==> src/design/crt_pkg.sv <==
// Shared constants, types and command/status structs of the curve tessellator.
package crt_pkg;

  localparam int COORD_W      = 24;
  localparam int SEG_W        = 6;
  localparam int MAX_SEGMENTS = 63;
  localparam int SEG_RESET    = 16;
  localparam int N_PTS        = 4;
  localparam int N_AXES       = 3;
  localparam int IN_W         = N_PTS * N_AXES * COORD_W;
  localparam int OUT_DW       = ((SEG_W + N_AXES * COORD_W + 7) / 8) * 8;
  localparam int OUT_PAD      = OUT_DW - SEG_W - N_AXES * COORD_W;

  localparam int T_FRAC       = 16;
  localparam int T_W          = T_FRAC + 1;
  localparam int CNT_W        = $clog2(T_W + 1);
  localparam int CF_W         = COORD_W + 4;
  localparam int MB_W         = T_W + 1;
  localparam int PROD_W       = CF_W + MB_W;
  localparam int ACC_W        = CF_W + T_FRAC + 3;

  localparam logic [T_W-1:0]   T_ONE  = T_W'(1) << T_FRAC;
  localparam logic [2*T_W-1:0] T_HALF = (2 * T_W)'(1) << (T_FRAC - 1);

  typedef enum logic [2:0] {
    OP_NONE,
    OP_TT,
    OP_T2T,
    OP_A1,
    OP_A2,
    OP_A3
  } op_t;

  typedef enum logic [1:0] {
    AX_X,
    AX_Y,
    AX_Z
  } axis_t;

  typedef struct packed {
    logic  load;
    op_t   op;
    axis_t axis;
    logic  acc_init;
    logic  fin;
    logic  next_pt;
    logic  done;
  } cmd_t;

  typedef struct packed {
    logic div_busy;
    logic last;
  } sts_t;

endpackage

==> src/design/crt_div.sv <==
// Serial restoring divider: 2^16 / segment count, one quotient bit per cycle.
module crt_div (
  input  logic                      clk,
  input  logic                      rst_n,
  input  logic                      start,
  input  logic [crt_pkg::SEG_W-1:0] divisor,
  output logic                      busy,
  output logic [crt_pkg::T_W-1:0]   quo,
  output logic [crt_pkg::SEG_W-1:0] rem
);
  import crt_pkg::*;

  logic [CNT_W-1:0] cnt_r;
  logic             busy_r;
  logic [T_W-1:0]   dvd_r;
  logic [T_W-1:0]   quo_r;
  logic [SEG_W-1:0] rem_r;
  logic [SEG_W-1:0] dvs_r;
  logic [SEG_W:0]   trial;
  logic [SEG_W:0]   diff;
  logic             ge;

  assign trial = {rem_r, dvd_r[T_W-1]};
  assign ge    = trial >= {1'b0, dvs_r};
  assign diff  = trial - {1'b0, dvs_r};

  always_ff @(posedge clk) begin
    if (!rst_n) begin
      busy_r <= 1'b0;
      cnt_r  <= '0;
    end else if (start) begin
      busy_r <= 1'b1;
      cnt_r  <= CNT_W'(T_W);
    end else if (busy_r) begin
      cnt_r <= cnt_r - CNT_W'(1);
      if (cnt_r == CNT_W'(1)) begin
        busy_r <= 1'b0;
      end
    end
  end

  always_ff @(posedge clk) begin
    if (start) begin
      dvd_r <= T_ONE;
      quo_r <= '0;
      rem_r <= '0;
      dvs_r <= divisor;
    end else if (busy_r) begin
      dvd_r <= dvd_r << 1;
      quo_r <= {quo_r[T_W-2:0], ge};
      rem_r <= ge ? diff[SEG_W-1:0] : trial[SEG_W-1:0];
    end
  end

  assign busy = busy_r;
  assign quo  = quo_r;
  assign rem  = rem_r;

endmodule

==> src/design/crt_dp.sv <==
// Datapath: config register, coefficients, parameter step, shared multiplier, accumulators.
module crt_dp (
  input  logic                       clk,
  input  logic                       rst_n,
  input  logic                       cfg_valid,
  output logic                       cfg_ready,
  input  logic [crt_pkg::SEG_W-1:0]  cfg_data,
  input  logic [crt_pkg::IN_W-1:0]   in_tdata,
  output logic [crt_pkg::OUT_DW-1:0] out_tdata,
  output logic                       out_tlast,
  input  crt_pkg::cmd_t              cmd,
  output crt_pkg::sts_t              sts
);
  import crt_pkg::*;

  function automatic logic signed [CF_W-1:0] ext_cf(input logic [COORD_W-1:0] v);
    return {{(CF_W - COORD_W){v[COORD_W-1]}}, v};
  endfunction

  function automatic logic signed [COORD_W-1:0] round_sat(input logic signed [ACC_W-1:0] s);
    logic signed [ACC_W-1:0] sum;
    logic signed [ACC_W-1:0] r;
    logic signed [ACC_W-1:0] maxv;
    logic signed [ACC_W-1:0] minv;
    sum  = s + (ACC_W'(1) <<< T_FRAC);
    r    = sum >>> (T_FRAC + 1);
    maxv = (ACC_W'(1) <<< (COORD_W - 1)) - ACC_W'(1);
    minv = -(ACC_W'(1) <<< (COORD_W - 1));
    if (r > maxv) begin
      return maxv[COORD_W-1:0];
    end else if (r < minv) begin
      return minv[COORD_W-1:0];
    end
    return r[COORD_W-1:0];
  endfunction

  logic [SEG_W-1:0]               seg_r;
  logic [SEG_W-1:0]               n_eff;
  logic [SEG_W-1:0]               n_r;
  logic [SEG_W-1:0]               idx_r;
  logic [SEG_W-1:0]               r_r;
  logic [T_W-1:0]                 t_r;
  logic [T_W-1:0]                 t2_r;
  logic [T_W-1:0]                 t3_r;
  logic [COORD_W-1:0]             p1_r [N_AXES];
  logic signed [CF_W-1:0]         a1_r [N_AXES];
  logic signed [CF_W-1:0]         a2_r [N_AXES];
  logic signed [CF_W-1:0]         a3_r [N_AXES];
  logic signed [ACC_W-1:0]        acc_r [N_AXES];
  logic [COORD_W-1:0]             o_r [N_AXES];
  logic [SEG_W-1:0]               oidx_r;
  logic                           olast_r;
  op_t                            cons_op_r;
  axis_t                          cons_ax_r;
  logic signed [PROD_W-1:0]       prod_r;
  logic signed [CF_W-1:0]         mul_a;
  logic signed [MB_W-1:0]         mul_b;
  logic [2*T_W-1:0]               t_rnd;
  logic [T_W-1:0]                 quo;
  logic [SEG_W-1:0]               rem;
  logic                           div_busy;
  logic [SEG_W:0]                 r_sum;
  logic                           wrap;

  assign n_eff = (seg_r == '0) ? SEG_W'(1) :
                 (seg_r > SEG_W'(MAX_SEGMENTS)) ? SEG_W'(MAX_SEGMENTS) : seg_r;

  crt_div u_div (
    .clk     (clk),
    .rst_n   (rst_n),
    .start   (cmd.load),
    .divisor (n_eff),
    .busy    (div_busy),
    .quo     (quo),
    .rem     (rem)
  );

  assign cfg_ready = 1'b1;

  always_ff @(posedge clk) begin
    if (!rst_n) begin
      seg_r <= SEG_W'(SEG_RESET);
    end else if (cfg_valid) begin
      seg_r <= cfg_data;
    end
  end

  // Load coefficients, the P1 coordinates and the effective segment count.
  always_ff @(posedge clk) begin
    if (cmd.load) begin
      for (int a = 0; a < N_AXES; a++) begin
        logic signed [CF_W-1:0] p0;
        logic signed [CF_W-1:0] p1;
        logic signed [CF_W-1:0] p2;
        logic signed [CF_W-1:0] p3;
        p0 = ext_cf(in_tdata[(0 * N_AXES + a) * COORD_W +: COORD_W]);
        p1 = ext_cf(in_tdata[(1 * N_AXES + a) * COORD_W +: COORD_W]);
        p2 = ext_cf(in_tdata[(2 * N_AXES + a) * COORD_W +: COORD_W]);
        p3 = ext_cf(in_tdata[(3 * N_AXES + a) * COORD_W +: COORD_W]);
        p1_r[a] <= in_tdata[(1 * N_AXES + a) * COORD_W +: COORD_W];
        a1_r[a] <= p2 - p0;
        a2_r[a] <= (p0 <<< 1) - (p1 <<< 2) - p1 + (p2 <<< 2) - p3;
        a3_r[a] <= (p1 <<< 1) + p1 - p0 - (p2 <<< 1) - p2 + p3;
      end
      n_r <= n_eff;
    end
  end

  assign r_sum = {1'b0, r_r} + {1'b0, rem};
  assign wrap  = r_sum >= {1'b0, n_r};

  always_ff @(posedge clk) begin
    if (!rst_n) begin
      idx_r <= '0;
    end else if (cmd.load || cmd.done) begin
      idx_r <= '0;
    end else if (cmd.next_pt) begin
      idx_r <= idx_r + SEG_W'(1);
    end
  end

  always_ff @(posedge clk) begin
    if (cmd.load) begin
      t_r <= '0;
      r_r <= n_eff >> 1;
    end else if (cmd.next_pt) begin
      t_r <= t_r + quo + T_W'(wrap);
      r_r <= wrap ? SEG_W'(r_sum - {1'b0, n_r}) : r_sum[SEG_W-1:0];
    end
  end

  always_comb begin
    mul_a = '0;
    mul_b = '0;
    case (cmd.op)
      OP_TT: begin
        mul_a = CF_W'(t_r);
        mul_b = {1'b0, t_r};
      end
      OP_T2T: begin
        mul_a = CF_W'(t2_r);
        mul_b = {1'b0, t_r};
      end
      OP_A1: begin
        mul_a = a1_r[cmd.axis];
        mul_b = {1'b0, t_r};
      end
      OP_A2: begin
        mul_a = a2_r[cmd.axis];
        mul_b = {1'b0, t2_r};
      end
      OP_A3: begin
        mul_a = a3_r[cmd.axis];
        mul_b = {1'b0, t3_r};
      end
      default: begin
        mul_a = '0;
        mul_b = '0;
      end
    endcase
  end

  always_ff @(posedge clk) begin
    prod_r    <= mul_a * mul_b;
    cons_ax_r <= cmd.axis;
  end

  always_ff @(posedge clk) begin
    if (!rst_n) begin
      cons_op_r <= OP_NONE;
    end else begin
      cons_op_r <= cmd.op;
    end
  end

  assign t_rnd = prod_r[2*T_W-1:0] + T_HALF;

  always_ff @(posedge clk) begin
    if (cons_op_r == OP_TT) begin
      t2_r <= t_rnd[T_FRAC +: T_W];
    end
    if (cons_op_r == OP_T2T) begin
      t3_r <= t_rnd[T_FRAC +: T_W];
    end
  end

  always_ff @(posedge clk) begin
    for (int a = 0; a < N_AXES; a++) begin
      if (cmd.acc_init) begin
        acc_r[a] <= ACC_W'($signed(p1_r[a])) <<< (T_FRAC + 1);
      end else if ((cons_op_r == OP_A1 || cons_op_r == OP_A2 || cons_op_r == OP_A3) &&
                   (cons_ax_r == axis_t'(a))) begin
        acc_r[a] <= acc_r[a] + ACC_W'(prod_r);
      end
    end
  end

  always_ff @(posedge clk) begin
    if (cmd.fin) begin
      for (int a = 0; a < N_AXES; a++) begin
        o_r[a] <= round_sat(acc_r[a]);
      end
      oidx_r  <= idx_r;
      olast_r <= idx_r == n_r;
    end
  end

  assign out_tdata = {{OUT_PAD{1'b0}}, o_r[2], o_r[1], o_r[0], oidx_r};
  assign out_tlast = olast_r;

  assign sts.div_busy = div_busy;
  assign sts.last     = olast_r;

endmodule

==> src/design/crt_ctrl.sv <==
// Controller: request sequencing, multiply schedule per point, output handshake.
module crt_ctrl (
  input  logic          clk,
  input  logic          rst_n,
  input  logic          in_tvalid,
  output logic          in_tready,
  output logic          out_tvalid,
  input  logic          out_tready,
  input  crt_pkg::sts_t sts,
  output crt_pkg::cmd_t cmd
);
  import crt_pkg::*;

  typedef enum logic [4:0] {
    S_IDLE = 5'b00001,
    S_DIV  = 5'b00010,
    S_MUL  = 5'b00100,
    S_FIN  = 5'b01000,
    S_EMIT = 5'b10000
  } state_t;

  localparam logic [3:0] LAST_STEP = 4'd12;

  state_t     state_r;
  state_t     state_nxt;
  logic [3:0] step_r;
  logic [3:0] step_nxt;

  always_ff @(posedge clk) begin
    if (!rst_n) begin
      state_r <= S_IDLE;
      step_r  <= '0;
    end else begin
      state_r <= state_nxt;
      step_r  <= step_nxt;
    end
  end

  assign in_tready  = state_r == S_IDLE;
  assign out_tvalid = state_r == S_EMIT;

  always_comb begin
    state_nxt = state_r;
    step_nxt  = step_r;
    cmd       = '0;
    case (state_r)
      S_IDLE: begin
        if (in_tvalid) begin
          cmd.load  = 1'b1;
          state_nxt = S_DIV;
        end
      end
      S_DIV: begin
        if (!sts.div_busy) begin
          step_nxt  = '0;
          state_nxt = S_MUL;
        end
      end
      S_MUL: begin
        case (step_r)
          4'd0: begin
            cmd.op       = OP_TT;
            cmd.acc_init = 1'b1;
          end
          4'd2:  cmd.op = OP_T2T;
          4'd3:  begin cmd.op = OP_A1; cmd.axis = AX_X; end
          4'd4:  begin cmd.op = OP_A2; cmd.axis = AX_X; end
          4'd5:  begin cmd.op = OP_A3; cmd.axis = AX_X; end
          4'd6:  begin cmd.op = OP_A1; cmd.axis = AX_Y; end
          4'd7:  begin cmd.op = OP_A2; cmd.axis = AX_Y; end
          4'd8:  begin cmd.op = OP_A3; cmd.axis = AX_Y; end
          4'd9:  begin cmd.op = OP_A1; cmd.axis = AX_Z; end
          4'd10: begin cmd.op = OP_A2; cmd.axis = AX_Z; end
          4'd11: begin cmd.op = OP_A3; cmd.axis = AX_Z; end
          default: cmd.op = OP_NONE;
        endcase
        step_nxt = step_r + 4'd1;
        if (step_r == LAST_STEP) begin
          step_nxt  = '0;
          state_nxt = S_FIN;
        end
      end
      S_FIN: begin
        cmd.fin   = 1'b1;
        state_nxt = S_EMIT;
      end
      S_EMIT: begin
        if (out_tready) begin
          if (sts.last) begin
            cmd.done  = 1'b1;
            state_nxt = S_IDLE;
          end else begin
            cmd.next_pt = 1'b1;
            step_nxt    = '0;
            state_nxt   = S_MUL;
          end
        end
      end
      default: begin
        state_nxt = S_IDLE;
        step_nxt  = '0;
      end
    endcase
  end

endmodule

==> src/design/catmull_rom_curve_tessellator.sv <==
// Top level of the uniform Catmull-Rom curve tessellator.
//
// Input channel in_*: one item carries four 3-D control points; the block
// emits segments+1 curve points for it on out_*, the last with out_tlast.
// cfg_*: writes the segment count (0 acts as 1); take writes only while idle.
// An accepted request first runs a serial divide of 2^16 by the segment
// count, which sets the per-point step of the curve parameter.
// Each point then runs the multiply schedule on the single shared
// multiplier (t^2, t^3 and three products per axis), is rounded and
// saturated, and is held in the output register until taken. Each further
// point is computed only after the previous one is taken.
// A new request is taken only after the last point is delivered.
// A stall on out_tready holds the point and pauses the sequence.
// Reset returns to idle, drops any run in progress and sets segments to 16.
module catmull_rom_curve_tessellator (
  input  logic                       clk,
  input  logic                       rst_n,
  input  logic                       cfg_valid,
  output logic                       cfg_ready,
  input  logic [crt_pkg::SEG_W-1:0]  cfg_data,
  input  logic                       in_tvalid,
  output logic                       in_tready,
  // p0_x, p0_y, p0_z, p1_x, p1_y, p1_z, p2_x, p2_y, p2_z, p3_x, p3_y, p3_z
  input  logic [crt_pkg::IN_W-1:0]   in_tdata,
  output logic                       out_tvalid,
  input  logic                       out_tready,
  // point_index, out_x, out_y, out_z, zero padding
  output logic [crt_pkg::OUT_DW-1:0] out_tdata,
  output logic                       out_tlast
);
  import crt_pkg::*;

  cmd_t cmd;
  sts_t sts;

  crt_ctrl u_ctrl (
    .clk        (clk),
    .rst_n      (rst_n),
    .in_tvalid  (in_tvalid),
    .in_tready  (in_tready),
    .out_tvalid (out_tvalid),
    .out_tready (out_tready),
    .sts        (sts),
    .cmd        (cmd)
  );

  crt_dp u_dp (
    .clk       (clk),
    .rst_n     (rst_n),
    .cfg_valid (cfg_valid),
    .cfg_ready (cfg_ready),
    .cfg_data  (cfg_data),
    .in_tdata  (in_tdata),
    .out_tdata (out_tdata),
    .out_tlast (out_tlast),
    .cmd       (cmd),
    .sts       (sts)
  );

endmodule

==> config.mk <==
export PLATFORM = sky130hd
export DESIGN_NAME = catmull_rom_curve_tessellator
export DESIGN_NICKNAME = d
export VERILOG_FILES = /design/src/design/crt_pkg.sv /design/src/design/crt_div.sv /design/src/design/crt_dp.sv /design/src/design/crt_ctrl.sv /design/src/design/catmull_rom_curve_tessellator.sv
export SDC_FILE = /design/constraint.sdc
export NUM_CORES = 2
export LEC_CHECK = 0
export BUFFER_PORTS_ARGS = -buffer_cell sky130_fd_sc_hd__buf_2
export CAP_MARGIN = 20
export CORE_ASPECT_RATIO = 0.7
export CORE_MARGIN = 2
export CORE_UTILIZATION = 51
export CTS_BUF_LIST = sky130_fd_sc_hd__clkbuf_8 sky130_fd_sc_hd__clkbuf_16
export CTS_CLUSTER_SIZE = 16
export DETAILED_ROUTE_END_ITERATION = 10
export PLACE_DENSITY = 0.68
export SYNTH_ARGS = -nofsm -noshare
export SYNTH_HDL_FRONTEND = slang
export SYNTH_SLANG_ARGS = --single-unit
==> constraint.sdc <==
create_clock -name clk -period 15.5 [get_ports clk]
set_input_delay 1.55 -clock clk [delete_from_list [all_inputs] [get_ports clk]]
set_output_delay 1.55 -clock clk [all_outputs]
set_load 0.1 [all_outputs]
=== Word-level counts from Yosys, hierarchy flattened ===
Memories as Yosys holds them, arrays and structs flattened.
Index checks and enable logic that the tools add are counted.

* Flip-flop bits (word level): 172
* RAM bits: 537
* Input port bits: 299
* Output and inout bits: 84
* Word-level logic and storage cells: 220
* Memories kept: 6

{| class="wikitable"
|+ Memory list
! name !! depth !! bits a word !! read ports !! clocked after Yosys merged registers in !! write ports !! line !! RTL
|-
| u_dp.acc_r || 3 || 47 || 3 || 0 || 3 || crt_dp.sv:49 || <nowiki>logic signed [ACC_W-1:0] acc_r [N_AXES];</nowiki>
|-
| u_dp.a1_r || 3 || 28 || 1 || 0 || 3 || crt_dp.sv:46 || <nowiki>logic signed [CF_W-1:0] a1_r [N_AXES];</nowiki>
|-
| u_dp.a2_r || 3 || 28 || 1 || 0 || 3 || crt_dp.sv:47 || <nowiki>logic signed [CF_W-1:0] a2_r [N_AXES];</nowiki>
|-
| u_dp.a3_r || 3 || 28 || 1 || 0 || 3 || crt_dp.sv:48 || <nowiki>logic signed [CF_W-1:0] a3_r [N_AXES];</nowiki>
|-
| u_dp.o_r || 3 || 24 || 3 || 0 || 3 || crt_dp.sv:50 || <nowiki>logic [COORD_W-1:0] o_r [N_AXES];</nowiki>
|-
| u_dp.p1_r || 3 || 24 || 3 || 0 || 3 || crt_dp.sv:45 || <nowiki>logic [COORD_W-1:0] p1_r [N_AXES];</nowiki>
|}

* $add $sub $neg: 45
* Multipliers: 1
* Magnitude comparators: 9
* Eq/ne operators: 35
* Mux-type cells: 74
* Bitwise operators: 5
* Reductions and logical operators: 23

{| class="wikitable"
|+ Operator list
! kind !! count
|-
| 2-to-1 mux 24 bit || 12
|-
| subtractor 28 x 24 -> 28 bit || 6
|-
| adder 47 x 18 -> 47 bit (second input constant) || 3
|-
| adder 47 x 46 -> 47 bit || 3
|-
| 2-to-1 mux 47 bit || 3
|-
| case mux 28 bit (5 select lines) || 1
|-
| greater-than comparator 30 x 24 -> 1 bit (second input constant) || 3
|-
| < comparator 30 x 24 -> 1 bit (second input constant) || 3
|-
| adder 28 x 24 -> 28 bit || 3
|-
| adder 28 x 26 -> 28 bit || 3
|-
| subtractor 27 x 24 -> 28 bit || 3
|-
| subtractor 28 x 25 -> 28 bit || 3
|-
| subtractor 25 x 26 -> 27 bit || 3
|-
| subtractor 26 x 24 -> 27 bit || 3
|-
| adder 25 x 24 -> 26 bit || 3
|-
| subtractor 24 x 24 -> 25 bit || 3
|-
| case mux 17 bit (3 select lines) || 1
|-
| multiplier 28 x 18 -> 46 bit || 1
|-
| 2-to-1 mux 5 bit || 8
|-
| adder 33 x 16 -> 33 bit (second input constant) || 1
|-
| 2-to-1 mux 1 bit || 33
|-
| 2-to-1 mux 6 bit || 5
|-
| case mux 5 bit (5 select lines) || 1
|-
| == test 4 bit (second input constant) || 5
|-
| 41 further kinds || 79
|}

=== Depth between registers and ports, before layout ===
* Depth after elaboration: 8
* Mapped depth: 38
* Mapped depth without buffers: 35

=== Cells and area by module ===
A second synthesis with hierarchy kept.

* Cell total of the unflattened synthesis: 7592
* Area, all modules: 76044.2 µm²

{| class="wikitable"
|+ Modules (own cells, without submodules)
! module !! times used !! cells each !! area an instance (µm²) !! sequential area each (µm²)
|-
| crt_dp || 1 || 7331 || 73546.8 || 19038.3
|-
| crt_div || 1 || 163 || 1699.1 || 780.7
|-
| crt_ctrl || 1 || 98 || 798.3 || 180.2
|}

=== Least setup slack after synthesis ===
OpenSTA, ideal clock, no wires.

* Path type: input to register
* Start: input in_tvalid
* End: memory u_dp.a1_r[0][0] in the netlist's numbering, enable pin
* Arrival time: 10.828 ns
* Data required time: 14.689 ns
* Setup slack: 3.861 ns
* Stages on the path: 4
* Cell sequence: nand2_1 > inv_1 > clkbuf_1 > clkbuf_1

{| class="wikitable"
|+ RTL lines
! element !! line !! RTL
|-
| start: declaration || catmull_rom_curve_tessellator.sv:21 || <nowiki>input logic in_tvalid,</nowiki>
|-
| end: declaration || crt_dp.sv:46 ||
|}

=== Final worst setup path ===
* Start: register u_ctrl.step_r[0]
* End: register u_dp.prod_r[39]

* Cells in the longest elaborated chain, start to end: 8
* Elaborated cells between the ends (all ways): 31

{| class="wikitable"
|+ RTL lines
! element !! line !! RTL
|-
| start: declaration || crt_ctrl.sv:26 || <nowiki>logic [3:0] step_r;</nowiki>
|-
| start signal: assignment || crt_ctrl.sv:35 || <nowiki>step_r <= step_nxt;</nowiki>
|-
| == test 4 x 3 -> 1 bit (tied with other cells) || crt_ctrl.sv:60 || <nowiki>case (step_r)</nowiki>
|-
| OR reduction 3 bit (no line) || - ||
|-
| case mux 3 bit (5 select lines) || crt_ctrl.sv:60 ||
|-
| 2-to-1 mux 6 bit (*) || crt_ctrl.sv:46 || <nowiki>case (state_r)</nowiki>
|-
| == test 3 x 1 -> 1 bit or == test 3 x 2 -> 1 bit (tied branches) || crt_dp.sv:135 || <nowiki>case (cmd.op)</nowiki>
|-
| OR reduction 3 bit (no line) || - ||
|-
| case mux 17 bit (3 select lines) || crt_dp.sv:135 ||
|-
| multiplier 28 x 18 -> 46 bit (*) || crt_dp.sv:164 || <nowiki>prod_r <= mul_a * mul_b;</nowiki>
|-
| end signal: assignment || crt_dp.sv:164 ||
|-
| end: declaration || crt_dp.sv:55 || <nowiki>logic signed [PROD_W-1:0] prod_r;</nowiki>
|}

Every way passes the cells marked *; elsewhere a longest branch is shown, timed or not.
A chain may end at the register's enable or synchronous reset.

==> impl_metrics.tcl <==
set metrics [dict create \
    dieArea_um2 157000 \
    hpwl_mm 216 \
    finalSetupViolations 0 \
    numPortBuffers 379 \
    cpMostUsedCell "fa_1" \
    worst_hold_path.endpoint "u_dp.r_r[5]" \
    yosys.area.top_type_share 0.233 \
    grt_overflow_total 0 \
    r2r-start "u_ctrl.step_r[0]" \
    htreeDepth 3 \
    tightest_slew_ns 1.18 \
    endpoint_kind "register" \
    synthTopCellsByCount "inv_1 (1535), fa_1 (916), nand2_1 (796)" \
    yosysMostFrequentCell "inv_1" \
    critical_path.max_fanout 21 \
    clock_sinks 700 \
    vias_per_cell 5.80 \
    synth_seq_cells 700 \
    fin_nets 10600 \
    final-max-slew-violation-count 0 \
    drc 0 \
    critical_path_required_ns 16.08 \
    path_clk_slew_ns 0.06 \
    synth.distinct_cells 106 \
    antenna_left 0 \
    std_cell_rows 120 \
    clockBufferDepth 3 \
    drt_first_iter_violations 6850 \
    leakage_nw 40.0 \
    slew_headroom 0.202 \
    synthCells 8441 \
    num_io_pins 383 \
    grt_max_degree 161 \
    cts_tree "done" \
    netlist_area_um2 78500 \
    hold_depth 2 \
    gp_congestion 1.00 \
    cts-root-buf "clkbuf_16" \
    fin_util 0.560 \
    clkLatencyLatePin_ns 0.72 \
    initial_utilization 0.513 \
    num_vias 62900 \
    first_pass_iters 8 \
    critPathLaunchType "register" \
    cp_slowest_cell "nand2_1" \
    hp-class "reg2reg" \
    synth_edf_count 580 \
    fin_skew_ns 0.0481 \
    synthTopCellsByArea "fa_1 (23%), edfxtp_1 (22%), ha_1 (9.8%)" \
    grtUsageTotal 0.329 \
    core_um2 153000 \
    fillers 13700 \
    highest_layer "met5" \
    postCtsHoldBufs 0 \
    r2r_end "u_dp.prod_r[39]" \
    drive_above_1_share 0.0786 \
    fin_tns_setup_ns 0 \
    hold_start "u_dp.r_r[5]" \
    drt-total-wl_mm 258 \
    synth.largest_area_cell "fa_1" \
    cts_resized 0 \
    antenna_found_initial 31 \
    crit_type "reg2reg" \
    slowest_delay_ns 0.86 \
    rrSetupSlack_ns 4.90 \
    met2_length_mm 108 \
    power.density_nw_per_um2 115 \
    fmax_mhz 94.3 \
    vdd_ir_drop_max_v 0.0000881 \
    wl_per_cell_um 23.7 \
    ys_warn_count 0 \
    synthArstFlopShare 0 \
    met3_length_mm 23.8 \
    grt_pass1_wl_mm 386 \
    cts-buffers-inserted 80 \
    cts_setup_buffers 0 \
    maxCapViolCount 0 \
    run_status "finished clean" \
    rr_worst_depth 30 \
    rsz0062_at_grt "no" \
    grt_pass1_vias 60900 \
    final.period_utilization 0.684 \
    period_minus_slack_ns 10.60 \
    area_delta_synth_final_pct 9.10 \
    finalHoldViolations 0 \
    synth_seq_area_share 0.252 \
    cp.arrival_ns 11.18 \
    ys.flop_type "edfxtp_1" \
    wl_met1_mm 115 \
    die_h_um 332 \
    die_x_um 473 \
    syn_avg_cell_area_um2 9.30 \
]
## registers in the layout (all words and copies together) (netlist names), 6 cells and up
signal	flops
u_dp.a1_r	75
u_dp.idx_r	6
u_dp.t_r	17
u_dp.a3_r	84
u_dp.oidx_r	6
u_dp.p1_r	72
u_dp.u_div.quo	17
u_dp.o_r	72
u_dp.t3_r	17
u_dp.t2_r	17
u_dp.a2_r	84
u_dp.u_div.rem	6
u_dp.seg_r	6
u_dp.prod_r	46
u_dp.acc_r	141
u_dp.r_r	6
u_dp.n_r	6
## stage by stage
step / worst slack, ns / cell area [µm²] / std cells / power (mW) / hold slack, ns
finish: 4.90 / 85700 / 10900 / 9.81 / 0.500
global route: 4.44 / 85700 / 10800 / 10.4 / 0.522
CTS: 5.14 / 85600 / 10800 / 9.78 / 0.506
detailed placement: 5.16 / 82700 / 10700 / 7.61 / 0.489
global placement: 5.37 / 82700 / 10700 / 7.51 / 0.464
floorplan: 3.86 / 78500 / 8442 / 6.11 / 0.448
## layout by cell type, fill, tap and decap left out, drive strengths merged, types with 64 or more instances in the layout
| master | instances |
|---|---|
| inv | 1564 |
| fa | 916 |
| nand2 | 797 |
| nor2 | 618 |
| ha | 613 |
| edfxtp | 580 |
| a21oi | 472 |
| buf | 450 |
| o21ai | 402 |
| xnor2 | 329 |
| a21o | 204 |
| xor2 | 198 |
| nand3 | 176 |
| dfxtp | 120 |
| nor3 | 116 |
| nor2b | 101 |
| clkbuf | 85 |
| o21bai | 81 |
| and3 | 78 |
| nand2b | 74 |
| nand4 | 64 |
## final cells by class
| type | count | area (µm²) | area share |
|---|---|---|---|
| Inverter | 1539 | 5780 | 0.0675 |
| Antenna cell | 13 | 32.5 | 0.000380 |
| Tap cell | 2013 | 2520 | 0.0294 |
| Sequential cell | 700 | 19800 | 0.231 |
| Multi-Input combinational cell | 5988 | 52200 | 0.609 |
| Clock buffer | 85 | 2080 | 0.0243 |
| Clock inverter | 63 | 815 | 0.00951 |
| Timing Repair Buffer | 450 | 2470 | 0.0289 |
## cell families (layout without fill, tap and decap cells)
kind of cell,Yosys count,in the layout,synth area share
AOI/OAI and AO/OA,1649,1649,0.135
xor gates and xnor gates,527,527,0.0588
adders and majority gates,1529,1529,0.331
buffers and inverters,1754,2137,0.0851
DFF,700,700,0.252
muxes,56,56,0.00785
other,2,16,0.0000956
and+or+nand+nor,2224,2224,0.130
## worst max-delay path: cells and delay by family (launching register included)
kind	cells	cell delay, ns
adders and majority gates	8	3.73
buffers and inverters	4	0.29
DFF	1	0.34
AOI/OAI and AO/OA	11	3.35
and+or+nand+nor	7	2.76
## report_power, final
part / total (mW) / internal [mW] / switching [mW]
Combinational: 4.85 / 1.89 / 2.96
Clock: 2.14 / 1.27 / 0.876
Sequential: 2.82 / 2.61 / 0.208
## how the worst max path moves through the flow
stage | startpoint | to | slack (ns) | depth (start not counted)
2_1_floorplan | in_tvalid | u_dp.a1_r[0][0] | 3.86 | 4
3_3_place_gp | u_ctrl.step_r[0] | u_dp.prod_r[37] | 5.37 | 33
3_5_place_dp | u_ctrl.step_r[0] | u_dp.prod_r[45] | 5.16 | 33
4_1_cts | u_ctrl.step_r[0] | u_dp.prod_r[39] | 5.14 | 32
5_1_grt | u_ctrl.step_r[0] | u_dp.prod_r[39] | 4.44 | 30
6_report | u_ctrl.step_r[0] | u_dp.prod_r[39] | 4.90 | 30
## metal layers
layer,GRT usage,vias to the layer above
li1,-,28700
met3,0.0616,362
met5,0,-
met1,0.492,31100
met4,0.117,22
met2,0.475,2765
Power figures use the tool's default switching activity.
